===== src/hw/rtl/kmp_pkg.sv =====
`timescale 1ns / 1ps
`default_nettype none

package kmp_pkg;

    localparam logic KIND_PATTERN = 1'b0;
    localparam logic KIND_TEXT    = 1'b1;

    typedef enum logic [1:0] {
        ST_IDLE,
        ST_WALK,
        ST_FIX,
        ST_EMIT
    } t_state;

    typedef struct packed {
        logic start;
        logic step;
        logic fix;
        logic emit;
    } t_cmd;

    typedef struct packed {
        logic start_walk;
        logic start_emit;
        logic walk_done;
        logic full_hit;
        logic is_text;
    } t_status;

endpackage

`default_nettype wire


===== src/hw/rtl/kmp_ctrl.sv =====
`timescale 1ns / 1ps
`default_nettype none

module kmp_ctrl (
    input  wire logic             i_clk,
    input  wire logic             i_rst_n,
    input  wire logic             i_valid,
    output logic                  o_stall,
    output logic                  o_valid,
    input  wire logic             i_stall,
    input  wire kmp_pkg::t_status i_status,
    output kmp_pkg::t_cmd         o_cmd
);

    import kmp_pkg::*;

    t_state r_state, n_state;
    logic   r_out_valid, n_out_valid;

    always_ff @(posedge i_clk) begin
        if (!i_rst_n) begin
            r_state     <= ST_IDLE;
            r_out_valid <= 1'b0;
        end else begin
            r_state     <= n_state;
            r_out_valid <= n_out_valid;
        end
    end

    always_comb begin
        n_state = r_state;
        o_cmd   = '0;
        o_stall = 1'b1;
        case (r_state)
            ST_IDLE: begin
                o_stall = 1'b0;
                if (i_valid) begin
                    o_cmd.start = 1'b1;
                    if (i_status.start_walk) begin
                        n_state = ST_WALK;
                    end else if (i_status.start_emit) begin
                        n_state = ST_EMIT;
                    end
                end
            end
            ST_WALK: begin
                o_cmd.step = 1'b1;
                if (i_status.walk_done) begin
                    if (i_status.full_hit) begin
                        n_state = ST_FIX;
                    end else if (i_status.is_text) begin
                        n_state = ST_EMIT;
                    end else begin
                        n_state = ST_IDLE;
                    end
                end
            end
            ST_FIX: begin
                o_cmd.fix = 1'b1;
                n_state   = ST_EMIT;
            end
            ST_EMIT: begin
                if (!r_out_valid || !i_stall) begin
                    o_cmd.emit = 1'b1;
                    n_state    = ST_IDLE;
                end
            end
            default: begin
                n_state = ST_IDLE;
            end
        endcase
        n_out_valid = o_cmd.emit || (r_out_valid && i_stall);
    end

    assign o_valid = r_out_valid;

endmodule

`default_nettype wire


===== config.mk =====
export PLATFORM = sky130hd
export DESIGN_NAME = kmp_ctrl
export DESIGN_NICKNAME = d
export VERILOG_FILES = /design/src/hw/rtl/kmp_pkg.sv /design/src/hw/rtl/kmp_ctrl.sv
export SDC_FILE = /design/constraint.sdc
export NUM_CORES = 1
export LEC_CHECK = 0
export BUFFER_PORTS_ARGS = -buffer_cell sky130_fd_sc_hd__buf_4
export CORE_AREA = 8 8 45 47
export CTS_CLUSTER_DIAMETER = 80
export CTS_CLUSTER_SIZE = 16
export DETAILED_ROUTE_END_ITERATION = 12
export DIE_AREA = 0 0 53 55
export GPL_ROUTABILITY_DRIVEN = 0
export PLACE_DENSITY = 0.39
export SLEW_MARGIN = 20
export SYNTH_ARGS = -nofsm -noshare
export SYNTH_HDL_FRONTEND = slang
export SYNTH_SLANG_ARGS = --single-unit
export TNS_END_PERCENT = 5

===== constraint.sdc =====
create_clock -name i_clk -period 1.9 [get_ports i_clk]
set_input_delay 0.19 -clock i_clk [delete_from_list [all_inputs] [get_ports i_clk]]
set_output_delay 0.19 -clock i_clk [all_outputs]
set_load 0.03 [all_outputs]

* Yosys cells after proc, flatten, opt, wreduce, memory -nomap -nowiden
Index checks and enable logic that the tools add are counted.
** Cells by class
- Equality and inequality tests :: 7
- Muxes and demuxes :: 15
- Reductions and logical operators :: 7
** Operators with widths (number)
- $mux W2 :: 7
- $pmux W2 S4 :: 1
- $mux W1 :: 7
- $ne A2 B2 Y1 const B :: 3
- $eq A2 B2 Y1 const B :: 2
- $reduce_and A4 Y1 :: 1
- $ne A3 B3 Y1 const B :: 1
- $eq A2 B1 Y1 const B :: 1
- $logic_not A1 Y1 :: 2
- $logic_not A2 Y1 :: 1
- $logic_or A1 B1 Y1 :: 2
- $logic_and A1 B1 Y1 :: 1
** Word-level totals
- Bits in registers :: 3
- Input bits :: 9
- Logic and storage cells :: 31

* Longest topological paths before layout
Gate-level depths: netlist of the first run.
- Depth in word-level cells :: 5
- Depth in mapped cells :: 3
- Depth with buffers taken out :: 3

* Worst setup path before layout of the first run
Ideal clock, no wire load.
- Path kind :: register -> output
- Start point :: reg r_state[0]
- End point :: out o_cmd[0] (netlist bit)
- Arrival time :: 0.962 ns
- Required time :: 1.710 ns
- Setup slack :: 0.748 ns
- Cell stages (with the launch flop) :: 3
- Buffers on the path :: 0
- Path through :: dfxtp_1 -> nand2_1 -> a21oi_1
** RTL lines
- from (decl) :: line kmp_ctrl.sv:17 : t_state r_state, n_state;
- from (signal assigned) :: line kmp_ctrl.sv:25 : r_state <= n_state;
- to (decl) :: line kmp_ctrl.sv:12 : output kmp_pkg::t_cmd o_cmd

==> results of run 1 <==
[cells in the mapped netlist]
cell                       instances  area share (%)
sky130_fd_sc_hd__dfxtp_1           3              31
sky130_fd_sc_hd__inv_1             3             5.9
sky130_fd_sc_hd__nand2_1           3             5.9
sky130_fd_sc_hd__nor2_1            3             5.9
sky130_fd_sc_hd__a21oi_1           2             5.2
sky130_fd_sc_hd__a21oi_2           1             4.6
sky130_fd_sc_hd__a22o_1            1             4.6
sky130_fd_sc_hd__a41o_1            1             5.2
sky130_fd_sc_hd__and2_1            1             3.3
sky130_fd_sc_hd__and2b_1           1             3.9
sky130_fd_sc_hd__nand2b_1          1             3.3
sky130_fd_sc_hd__nand4_1           1             3.3
sky130_fd_sc_hd__nor2b_1           1             3.3
sky130_fd_sc_hd__o21a_1            1             3.9
sky130_fd_sc_hd__o21ai_0           1             2.6
sky130_fd_sc_hd__o22ai_1           1             3.3
sky130_fd_sc_hd__or3b_1            1             4.6
[through the flow]
stage                     power [uW]  std cells  utilization [%]  hold WS, ps  setup slack, ps
final                            306         60             24.8          206              602
after global routing             331         60             24.8          217              514
after CTS                        314         60             24.8          204              574
after detailed placement         200         56             22.9          447              788
after global placement           201         56             22.9          453              763
after floorplan                  152         26                -          335              748
[area by class of cell]
class,instances,area (sq um),area share (%)
multi-input combinational,20,120,35.0
timing repair buffer,14,105,30.7
sequential,3,60.1,17.5
clock buffer,4,26.3,7.66
tap,16,20.0,5.84
inverter,3,11.3,3.28
[worst min path at each step]
stage / start / endpoint / slack (ps) / depth (start not counted)
5_1_grt: i_rst_n / r_state[1] / 220 / 2
3_5_place_dp: i_rst_n / r_state[1] / 450 / 2
4_1_cts: i_rst_n / r_state[1] / 200 / 2
6_report: i_rst_n / r_state[1] / 210 / 2
3_3_place_gp: i_rst_n / r_state[1] / 450 / 2
2_1_floorplan: i_stall / o_valid / 330 / 2
[worst max-delay path: stages, from the launching register on]
cell and delay (ps):
sky130_fd_sc_hd__dfxtp_1 350, sky130_fd_sc_hd__nor2_1 220, sky130_fd_sc_hd__and2_1 150, sky130_fd_sc_hd__buf_4 150
[power by group]
part	internal [uW]	total (uW)	switching [uW]
Combinational	52.1	116	63.9
Clock	78.6	110	31.0
Sequential	70.6	80.8	10.2
[metal layers]
metal	up-vias	GRT usage, %
li1	126	-
met1	106	4.70
met2	7	6.45
met3	0	2.94
met4	0	3.88
met5	-	0
[sequential cells by signal (all words and copies together) (netlist names)]
| signal | flops |
|---|---|
| r_state | 2 |
| o_valid | 1 |
[cell usage in the layout, fill, tap and decap left out, drive strengths merged]
master	instances
nand2	3
a41o	1
nor2b	1
buf	14
o21a	1
nand4	1
or3b	1
o21ai	1
inv	3
o22ai	1
and2b	1
and2	1
a22o	1
nand2b	1
a21oi	3
dfxtp	3
clkbuf	4
nor2	3
[kinds of logic after synthesis]
group | Yosys count
buffers and inverters | 3
flip-flops | 3
AO/OA/AOI/OAI | 8
AND/OR/NAND/NOR | 12
==> impl_results.html, run 1 <==
<table>
<tr><th>Metric</th><th>Value</th></tr>
<tr><th colspan="2">Placed design</th></tr>
<tr><td>Post-placement cell area</td><td>317 sq um</td></tr>
<tr><td>Final HPWL from detailed placement</td><td>511 microns</td></tr>
<tr><td>Buffers on Ports</td><td>14</td></tr>
<tr><th colspan="2">Routing</th></tr>
<tr><td>Total length of routed wires</td><td>574 microns</td></tr>
<tr><td>Vias per Instance</td><td>3.98</td></tr>
<tr><td>Iteration count of the initial detailed-routing pass</td><td>3</td></tr>
<tr><td>Detailed Route Iter0 Violations</td><td>5</td></tr>
<tr><td>DRC violation count after routing</td><td>0</td></tr>
<tr><td>Routed via count</td><td>239</td></tr>
<tr><td>Average detailed-routed wire length per instance</td><td>9.57 microns</td></tr>
<tr><td>WL met1</td><td>224 microns</td></tr>
<tr><td>Count of antenna-violating nets left after detailed routing</td><td>0</td></tr>
<tr><td>Highest routing layer actually used</td><td>met3</td></tr>
<tr><td>Wire length on met2</td><td>291 microns</td></tr>
<tr><td>Met3 WL</td><td>57 microns</td></tr>
<tr><th colspan="2">STA</th></tr>
<tr><td>Count of endpoints failing hold in the final timing report</td><td>0</td></tr>
<tr><td>Post-Route Skew</td><td>4.90 ps</td></tr>
<tr><td>Peak clock frequency supported by timing</td><td>771 MHz</td></tr>
<tr><td>Max-Slew Margin vs Limit</td><td>85.4%</td></tr>
<tr><td>Unrepaired setup endpoints after global routing</td><td>no</td></tr>
<tr><td>Final period util</td><td>68.3%</td></tr>
<tr><td>Minimum period implied by the final worst setup slack</td><td>1300 ps</td></tr>
<tr><td>Count of final setup violators</td><td>0</td></tr>
<tr><td>Final setup TNS</td><td>0 ps</td></tr>
<tr><td>Actual slew at the worst max-slew pin</td><td>216 ps</td></tr>
<tr><td>Final-report max-slew violation count</td><td>0</td></tr>
<tr><th colspan="2">GRT</th></tr>
<tr><td>Wire length of the first global-routing pass</td><td>952 microns</td></tr>
<tr><td>Largest net degree at the start of global routing</td><td>8</td></tr>
<tr><td>Vias in the first global route</td><td>254</td></tr>
<tr><td>Overflow left after global routing</td><td>0</td></tr>
<tr><td>GR Util All Layers</td><td>4.59%</td></tr>
<tr><td>Initial antenna violation count</td><td>0</td></tr>
<tr><th colspan="2">Power</th></tr>
<tr><td>Power density relative to cell area</td><td>893 nW/um^2</td></tr>
<tr><td>Peak supply drop</td><td>0.000234 V</td></tr>
<tr><td>Lkg Pwr</td><td>0.000178 uW</td></tr>
<tr><th colspan="2">Clock network</th></tr>
<tr><td>Max H-tree Level</td><td>1</td></tr>
<tr><td>Clock-pin slew reported for the worst setup and hold paths after clock tree synthesis</td><td>40 ps</td></tr>
<tr><td>Insertion delay to the later sink of the worst-skew pair</td><td>230 ps</td></tr>
<tr><td>TritonCTS Buffers</td><td>3</td></tr>
<tr><td>Max clock buf depth</td><td>2</td></tr>
<tr><td>Number of instances resized during post-cts repair</td><td>0</td></tr>
<tr><td>Post-CTS setup buffers</td><td>0</td></tr>
<tr><td>TritonCTS clock tree</td><td>built</td></tr>
<tr><td>TritonCTS Sinks</td><td>3</td></tr>
<tr><td>Clk root buf</td><td>sky130_fd_sc_hd__clkbuf_4</td></tr>
<tr><td>Hold-fix buffer count after cts</td><td>0</td></tr>
<tr><th colspan="2">Yosys</th></tr>
<tr><td>Synth Area in Adders</td><td>0%</td></tr>
<tr><td>Simple-Gate Fraction of Synth Area</td><td>33.3%</td></tr>
<tr><td>Mean Syn Cell Area</td><td>7.36 sq um</td></tr>
<tr><td>Multiplexer area fraction after synthesis</td><td>0%</td></tr>
<tr><td>Main combinational cell family by area after synthesis</td><td>simple AND/OR/NAND/NOR gates</td></tr>
<tr><td>Post-synthesis cell area</td><td>191 sq um</td></tr>
<tr><td>Number of different library cells in the post-synthesis netlist</td><td>17</td></tr>
<tr><td>Complex-gate fraction of the synthesized area</td><td>29.4%</td></tr>
<tr><td>Ys Warns</td><td>0</td></tr>
<tr><td>XOR/XNOR Fraction of Synth Area</td><td>0%</td></tr>
<tr><td>Flip-flop and latch count after synthesis</td><td>3</td></tr>
<tr><td>Syn nets</td><td>35</td></tr>
<tr><td>Cell count after synthesis</td><td>26</td></tr>
<tr><td>Sequential share of the synthesized area</td><td>31.4%</td></tr>
<tr><th colspan="2">Critical path</th></tr>
<tr><td>Kind of launch point of the worst setup path</td><td>flop</td></tr>
<tr><td>Data arrival time of the critical path</td><td>1110 ps</td></tr>
<tr><td>Start of the worst register-to-register path</td><td>r_state[1]</td></tr>
<tr><td>Setup Crit Path Kind</td><td>flop to primary output</td></tr>
<tr><td>Element type at the critical path end</td><td>primary output</td></tr>
<tr><td>CP Max Fanout</td><td>7</td></tr>
<tr><td>Required time reported for the critical path endpoint</td><td>1710 ps</td></tr>
<tr><td>Critical path capture point</td><td>o_cmd[3]</td></tr>
<tr><td>Endpoint of the worst register-to-register path</td><td>r_state[0]</td></tr>
<tr><td>Reg-to-reg slack, setup</td><td>780 ps</td></tr>
<tr><td>FF-to-FF path depth</td><td>3</td></tr>
<tr><td>Launch point of the worst path</td><td>r_state[0]</td></tr>
<tr><th colspan="2">Floorplan</th></tr>
<tr><td>Boundary pin count</td><td>15</td></tr>
<tr><td>Floorplan die height</td><td>55 microns</td></tr>
<tr><td>Placeable core region</td><td>1380 sq um</td></tr>
<tr><td>Die area</td><td>2920 sq um</td></tr>
<tr><td>Effective utilization at floorplan</td><td>13.8%</td></tr>
<tr><td>Number of placement rows</td><td>14</td></tr>
<tr><td>Die W</td><td>53 microns</td></tr>
<tr><th colspan="2">Run status</th></tr>
<tr><td>Status</td><td>completed</td></tr>
<tr><th colspan="2">Job</th></tr>
<tr><td>Count of maximum capacitance violations</td><td>0</td></tr>
<tr><th colspan="2">Finish</th></tr>
<tr><td>Fraction of final layout cells with drive strength greater than 1</td><td>40.9%</td></tr>
<tr><td>Number of antenna repair diodes</td><td>0</td></tr>
<tr><td>Post-layout instance area</td><td>343 sq um</td></tr>
<tr><td>Area grow syn2layout</td><td>79.1%</td></tr>
<tr><td>Filler cell count in the final layout</td><td>164</td></tr>
<tr><td>Number of nets in the finished design</td><td>54</td></tr>
<tr><th colspan="2">Min path</th></tr>
<tr><td>Classification of the worst-slack hold path</td><td>primary input to flop</td></tr>
</table>
Note: power is estimated with default switching activity, not from simulation.
==> run 2, diff against run 1 <==
==> constraint.sdc (replaced) <==
create_clock -name i_clk -period 1.2 [get_ports i_clk]
set_input_delay 0.12 -clock i_clk [delete_from_list [all_inputs] [get_ports i_clk]]
set_output_delay 0.12 -clock i_clk [all_outputs]
set_load 0.03 [all_outputs]
==> impl_results.html, run 2 (synthesis gave the netlist of run 1 again) <==
<table>
<tr><th>Metric</th><th>Value</th></tr>
<tr><th colspan="2">Run status</th></tr>
<tr><td>Status</td><td>completed</td></tr>
<tr><th colspan="2">STA</th></tr>
<tr><td>Unrepaired setup endpoints after global routing</td><td>no</td></tr>
<tr><td>Minimum period implied by the final worst setup slack</td><td>1130 ps</td></tr>
<tr><td>Max-Slew Margin vs Limit</td><td>82.1%</td></tr>
<tr><td>Final setup TNS</td><td>0 ps</td></tr>
<tr><td>Final-report max-slew violation count</td><td>0</td></tr>
<tr><td>Count of endpoints failing hold in the final timing report</td><td>0</td></tr>
<tr><td>Count of final setup violators</td><td>0</td></tr>
<tr><td>Post-Route Skew</td><td>1.27 ps</td></tr>
<tr><td>Actual slew at the worst max-slew pin</td><td>266 ps</td></tr>
<tr><td>Peak clock frequency supported by timing</td><td>887 MHz</td></tr>
<tr><td>Final period util</td><td>94.0%</td></tr>
<tr><th colspan="2">Critical path</th></tr>
<tr><td>Reg-to-reg slack, setup</td><td>70 ps</td></tr>
<tr><td>Buffering stage count on the worst path with inverters included</td><td>0</td></tr>
<tr><td>Endpoint of the worst register-to-register path</td><td>r_state[0]</td></tr>
<tr><td>Kind of launch point of the worst setup path</td><td>flop</td></tr>
<tr><td>Start of the worst register-to-register path</td><td>r_state[1]</td></tr>
<tr><td>Critical Path, Cell by Cell</td><td>or3b_1, a22o_1, a21oi_2</td></tr>
<tr><td>FF-to-FF path depth</td><td>3</td></tr>
<tr><td>Data arrival time of the critical path</td><td>1280 ps</td></tr>
<tr><td>Required time reported for the critical path endpoint</td><td>1350 ps</td></tr>
<tr><td>Element type at the critical path end</td><td>flop</td></tr>
<tr><td>Worst path top cell family by delay</td><td>simple AND/OR/NAND/NOR gates</td></tr>
<tr><td>Worst path slowest cell</td><td>sky130_fd_sc_hd__or3b_1</td></tr>
<tr><td>Setup Crit Path Kind</td><td>flop to flop</td></tr>
<tr><td>Worst path max stage delay</td><td>380 ps</td></tr>
<tr><td>CP Max Fanout</td><td>7</td></tr>
<tr><th colspan="2">Clock network</th></tr>
<tr><td>TritonCTS Buffers</td><td>3</td></tr>
<tr><td>Max H-tree Level</td><td>1</td></tr>
<tr><td>Insertion delay to the later sink of the worst-skew pair</td><td>230 ps</td></tr>
<tr><td>Clock-pin slew reported for the worst setup and hold paths after clock tree synthesis</td><td>30 ps</td></tr>
<tr><td>Post-CTS setup buffers</td><td>0</td></tr>
<tr><td>TritonCTS clock tree</td><td>built</td></tr>
<tr><td>TritonCTS Sinks</td><td>3</td></tr>
<tr><td>Clk root buf</td><td>sky130_fd_sc_hd__clkbuf_4</td></tr>
<tr><td>Max clock buf depth</td><td>2</td></tr>
<tr><th colspan="2">GRT</th></tr>
<tr><td>Vias in the first global route</td><td>245</td></tr>
<tr><td>Initial antenna violation count</td><td>0</td></tr>
<tr><td>Wire length of the first global-routing pass</td><td>986 microns</td></tr>
<tr><td>GR Util All Layers</td><td>4.75%</td></tr>
<tr><td>Overflow left after global routing</td><td>0</td></tr>
<tr><td>Largest net degree at the start of global routing</td><td>8</td></tr>
<tr><th colspan="2">Routing</th></tr>
<tr><td>DRC violation count after routing</td><td>0</td></tr>
<tr><td>Iteration count of the initial detailed-routing pass</td><td>1</td></tr>
<tr><td>Average detailed-routed wire length per instance</td><td>9.70 microns</td></tr>
<tr><td>Routed via count</td><td>239</td></tr>
<tr><td>Count of antenna-violating nets left after detailed routing</td><td>0</td></tr>
<tr><td>Total length of routed wires</td><td>582 microns</td></tr>
<tr><td>Vias per Instance</td><td>3.98</td></tr>
<tr><td>Detailed Route Iter0 Violations</td><td>0</td></tr>
<tr><th colspan="2">Finish</th></tr>
<tr><td>Largest Register</td><td>r_state</td></tr>
<tr><td>Number of nets in the finished design</td><td>54</td></tr>
<tr><td>Flip-flop count of the largest register, all copies and words added</td><td>2</td></tr>
<tr><td>Most frequent standard cell in the layout excluding fill and tap cells</td><td>sky130_fd_sc_hd__buf_4</td></tr>
<tr><td>Fraction of final layout cells with drive strength greater than 1</td><td>47.7%</td></tr>
<tr><td>Most used cells in the layout excluding fill and tap cells</td><td>sky130_fd_sc_hd__buf_4, sky130_fd_sc_hd__inv_1, sky130_fd_sc_hd__nand2_1, sky130_fd_sc_hd__clkbuf_4</td></tr>
<tr><td>Number of antenna repair diodes</td><td>0</td></tr>
<tr><td>Area grow syn2layout</td><td>85.6%</td></tr>
<tr><td>Final Core Density</td><td>25.7%</td></tr>
<tr><th colspan="2">Power</th></tr>
<tr><td>Peak supply drop</td><td>0.000322 V</td></tr>
<tr><td>Power density relative to cell area</td><td>1400 nW/um^2</td></tr>
<tr><td>Lkg Pwr</td><td>0.000181 uW</td></tr>
<tr><th colspan="2">Floorplan</th></tr>
<tr><td>Die W</td><td>53 microns</td></tr>
<tr><td>Die area</td><td>2920 sq um</td></tr>
<tr><td>Number of placement rows</td><td>14</td></tr>
<tr><td>Floorplan die height</td><td>55 microns</td></tr>
<tr><td>Placeable core region</td><td>1380 sq um</td></tr>
<tr><td>Boundary pin count</td><td>15</td></tr>
<tr><td>Effective utilization at floorplan</td><td>13.8%</td></tr>
<tr><th colspan="2">Job</th></tr>
<tr><td>Count of maximum capacitance violations</td><td>0</td></tr>
<tr><th colspan="2">Min path</th></tr>
<tr><td>Number of stages on the worst hold path</td><td>2</td></tr>
<tr><td>Classification of the worst-slack hold path</td><td>primary input to flop</td></tr>
<tr><td>Endpoint with the worst hold slack</td><td>r_state[1]</td></tr>
<tr><td>Launch instance of the worst min-delay path</td><td>i_rst_n</td></tr>
<tr><th colspan="2">Placed design</th></tr>
<tr><td>Final HPWL from detailed placement</td><td>497 microns</td></tr>
<tr><td>Buffers on Ports</td><td>14</td></tr>
</table>
[run 2: cell types whose count changed in the layout (fill, tap and decap cells not counted)]
cell                      change
sky130_fd_sc_hd__dfxtp_1      -2
sky130_fd_sc_hd__dfxtp_2      +1
sky130_fd_sc_hd__dfxtp_4      +1
sky130_fd_sc_hd__nor2_1       -1
sky130_fd_sc_hd__nor2_4       +1
[run 2: stage by stage]
stage | std cells | hold slack, ps | setup WS (ps) | instance area [sq um] | power (uW)
detailed placement | 56 | 378 | 92.1 | 317 | 317
global route | 60 | 148 | 0.890 | 355 | 532
global placement | 56 | 376 | 121 | 317 | 317
finish | 60 | 138 | 72.5 | 355 | 496
floorplan | 26 | 265 | 78.7 | 191 | 241
CTS | 60 | 136 | 55.2 | 353 | 508
[run 2: worst reg2reg max path, delay by kind of cell (launching register included)]
kind             cells  cell delay (ps)
AO/OA/AOI/OAI        2              330
AND/OR/NAND/NOR      1              380
flip-flops           1              350
[run 2: how the worst max path moves through the flow]
stage          startpoint    endpoint  slack [ps]  cells past startpoint
3_5_place_dp   r_state[1]  r_state[0]          90                      3
3_3_place_gp   r_state[1]  r_state[0]         120                      3
2_1_floorplan     o_valid  r_state[1]          80                      3
5_1_grt        r_state[1]    o_cmd[0]         0.9                      3
4_1_cts        r_state[0]    o_cmd[3]          60                      3
6_report       r_state[1]  r_state[0]          70                      3
[run 2: power by group]
part / internal, uW / switching [uW]
sequential: 115 / 21.0
clock: 124 / 46.1
combinational: 87.1 / 103
[run 2: repair_timing]
action	in CTS	in global routing
endpoints found under the setup margin	2	1
hold buffers	0	0
pin swaps	0	0
gates resized for setup	4	1
[run 2: layout make-up]
class | instances | area, sq um
fillers | 166 | 1030
inverters | 3 | 11.3
well taps | 16 | 20.0
flip-flops and latches | 3 | 65.1
clock buffers | 4 | 26.3
multi-input cells | 20 | 128
repair buffers | 14 | 105
[run 2: routing by layer]
layer | GRT usage, % | wire, microns
met5 | 0 | 0
met4 | 3.88 | 0
met3 | 2.14 | 61
met2 | 7.23 | 310
met1 | 5.00 | 211
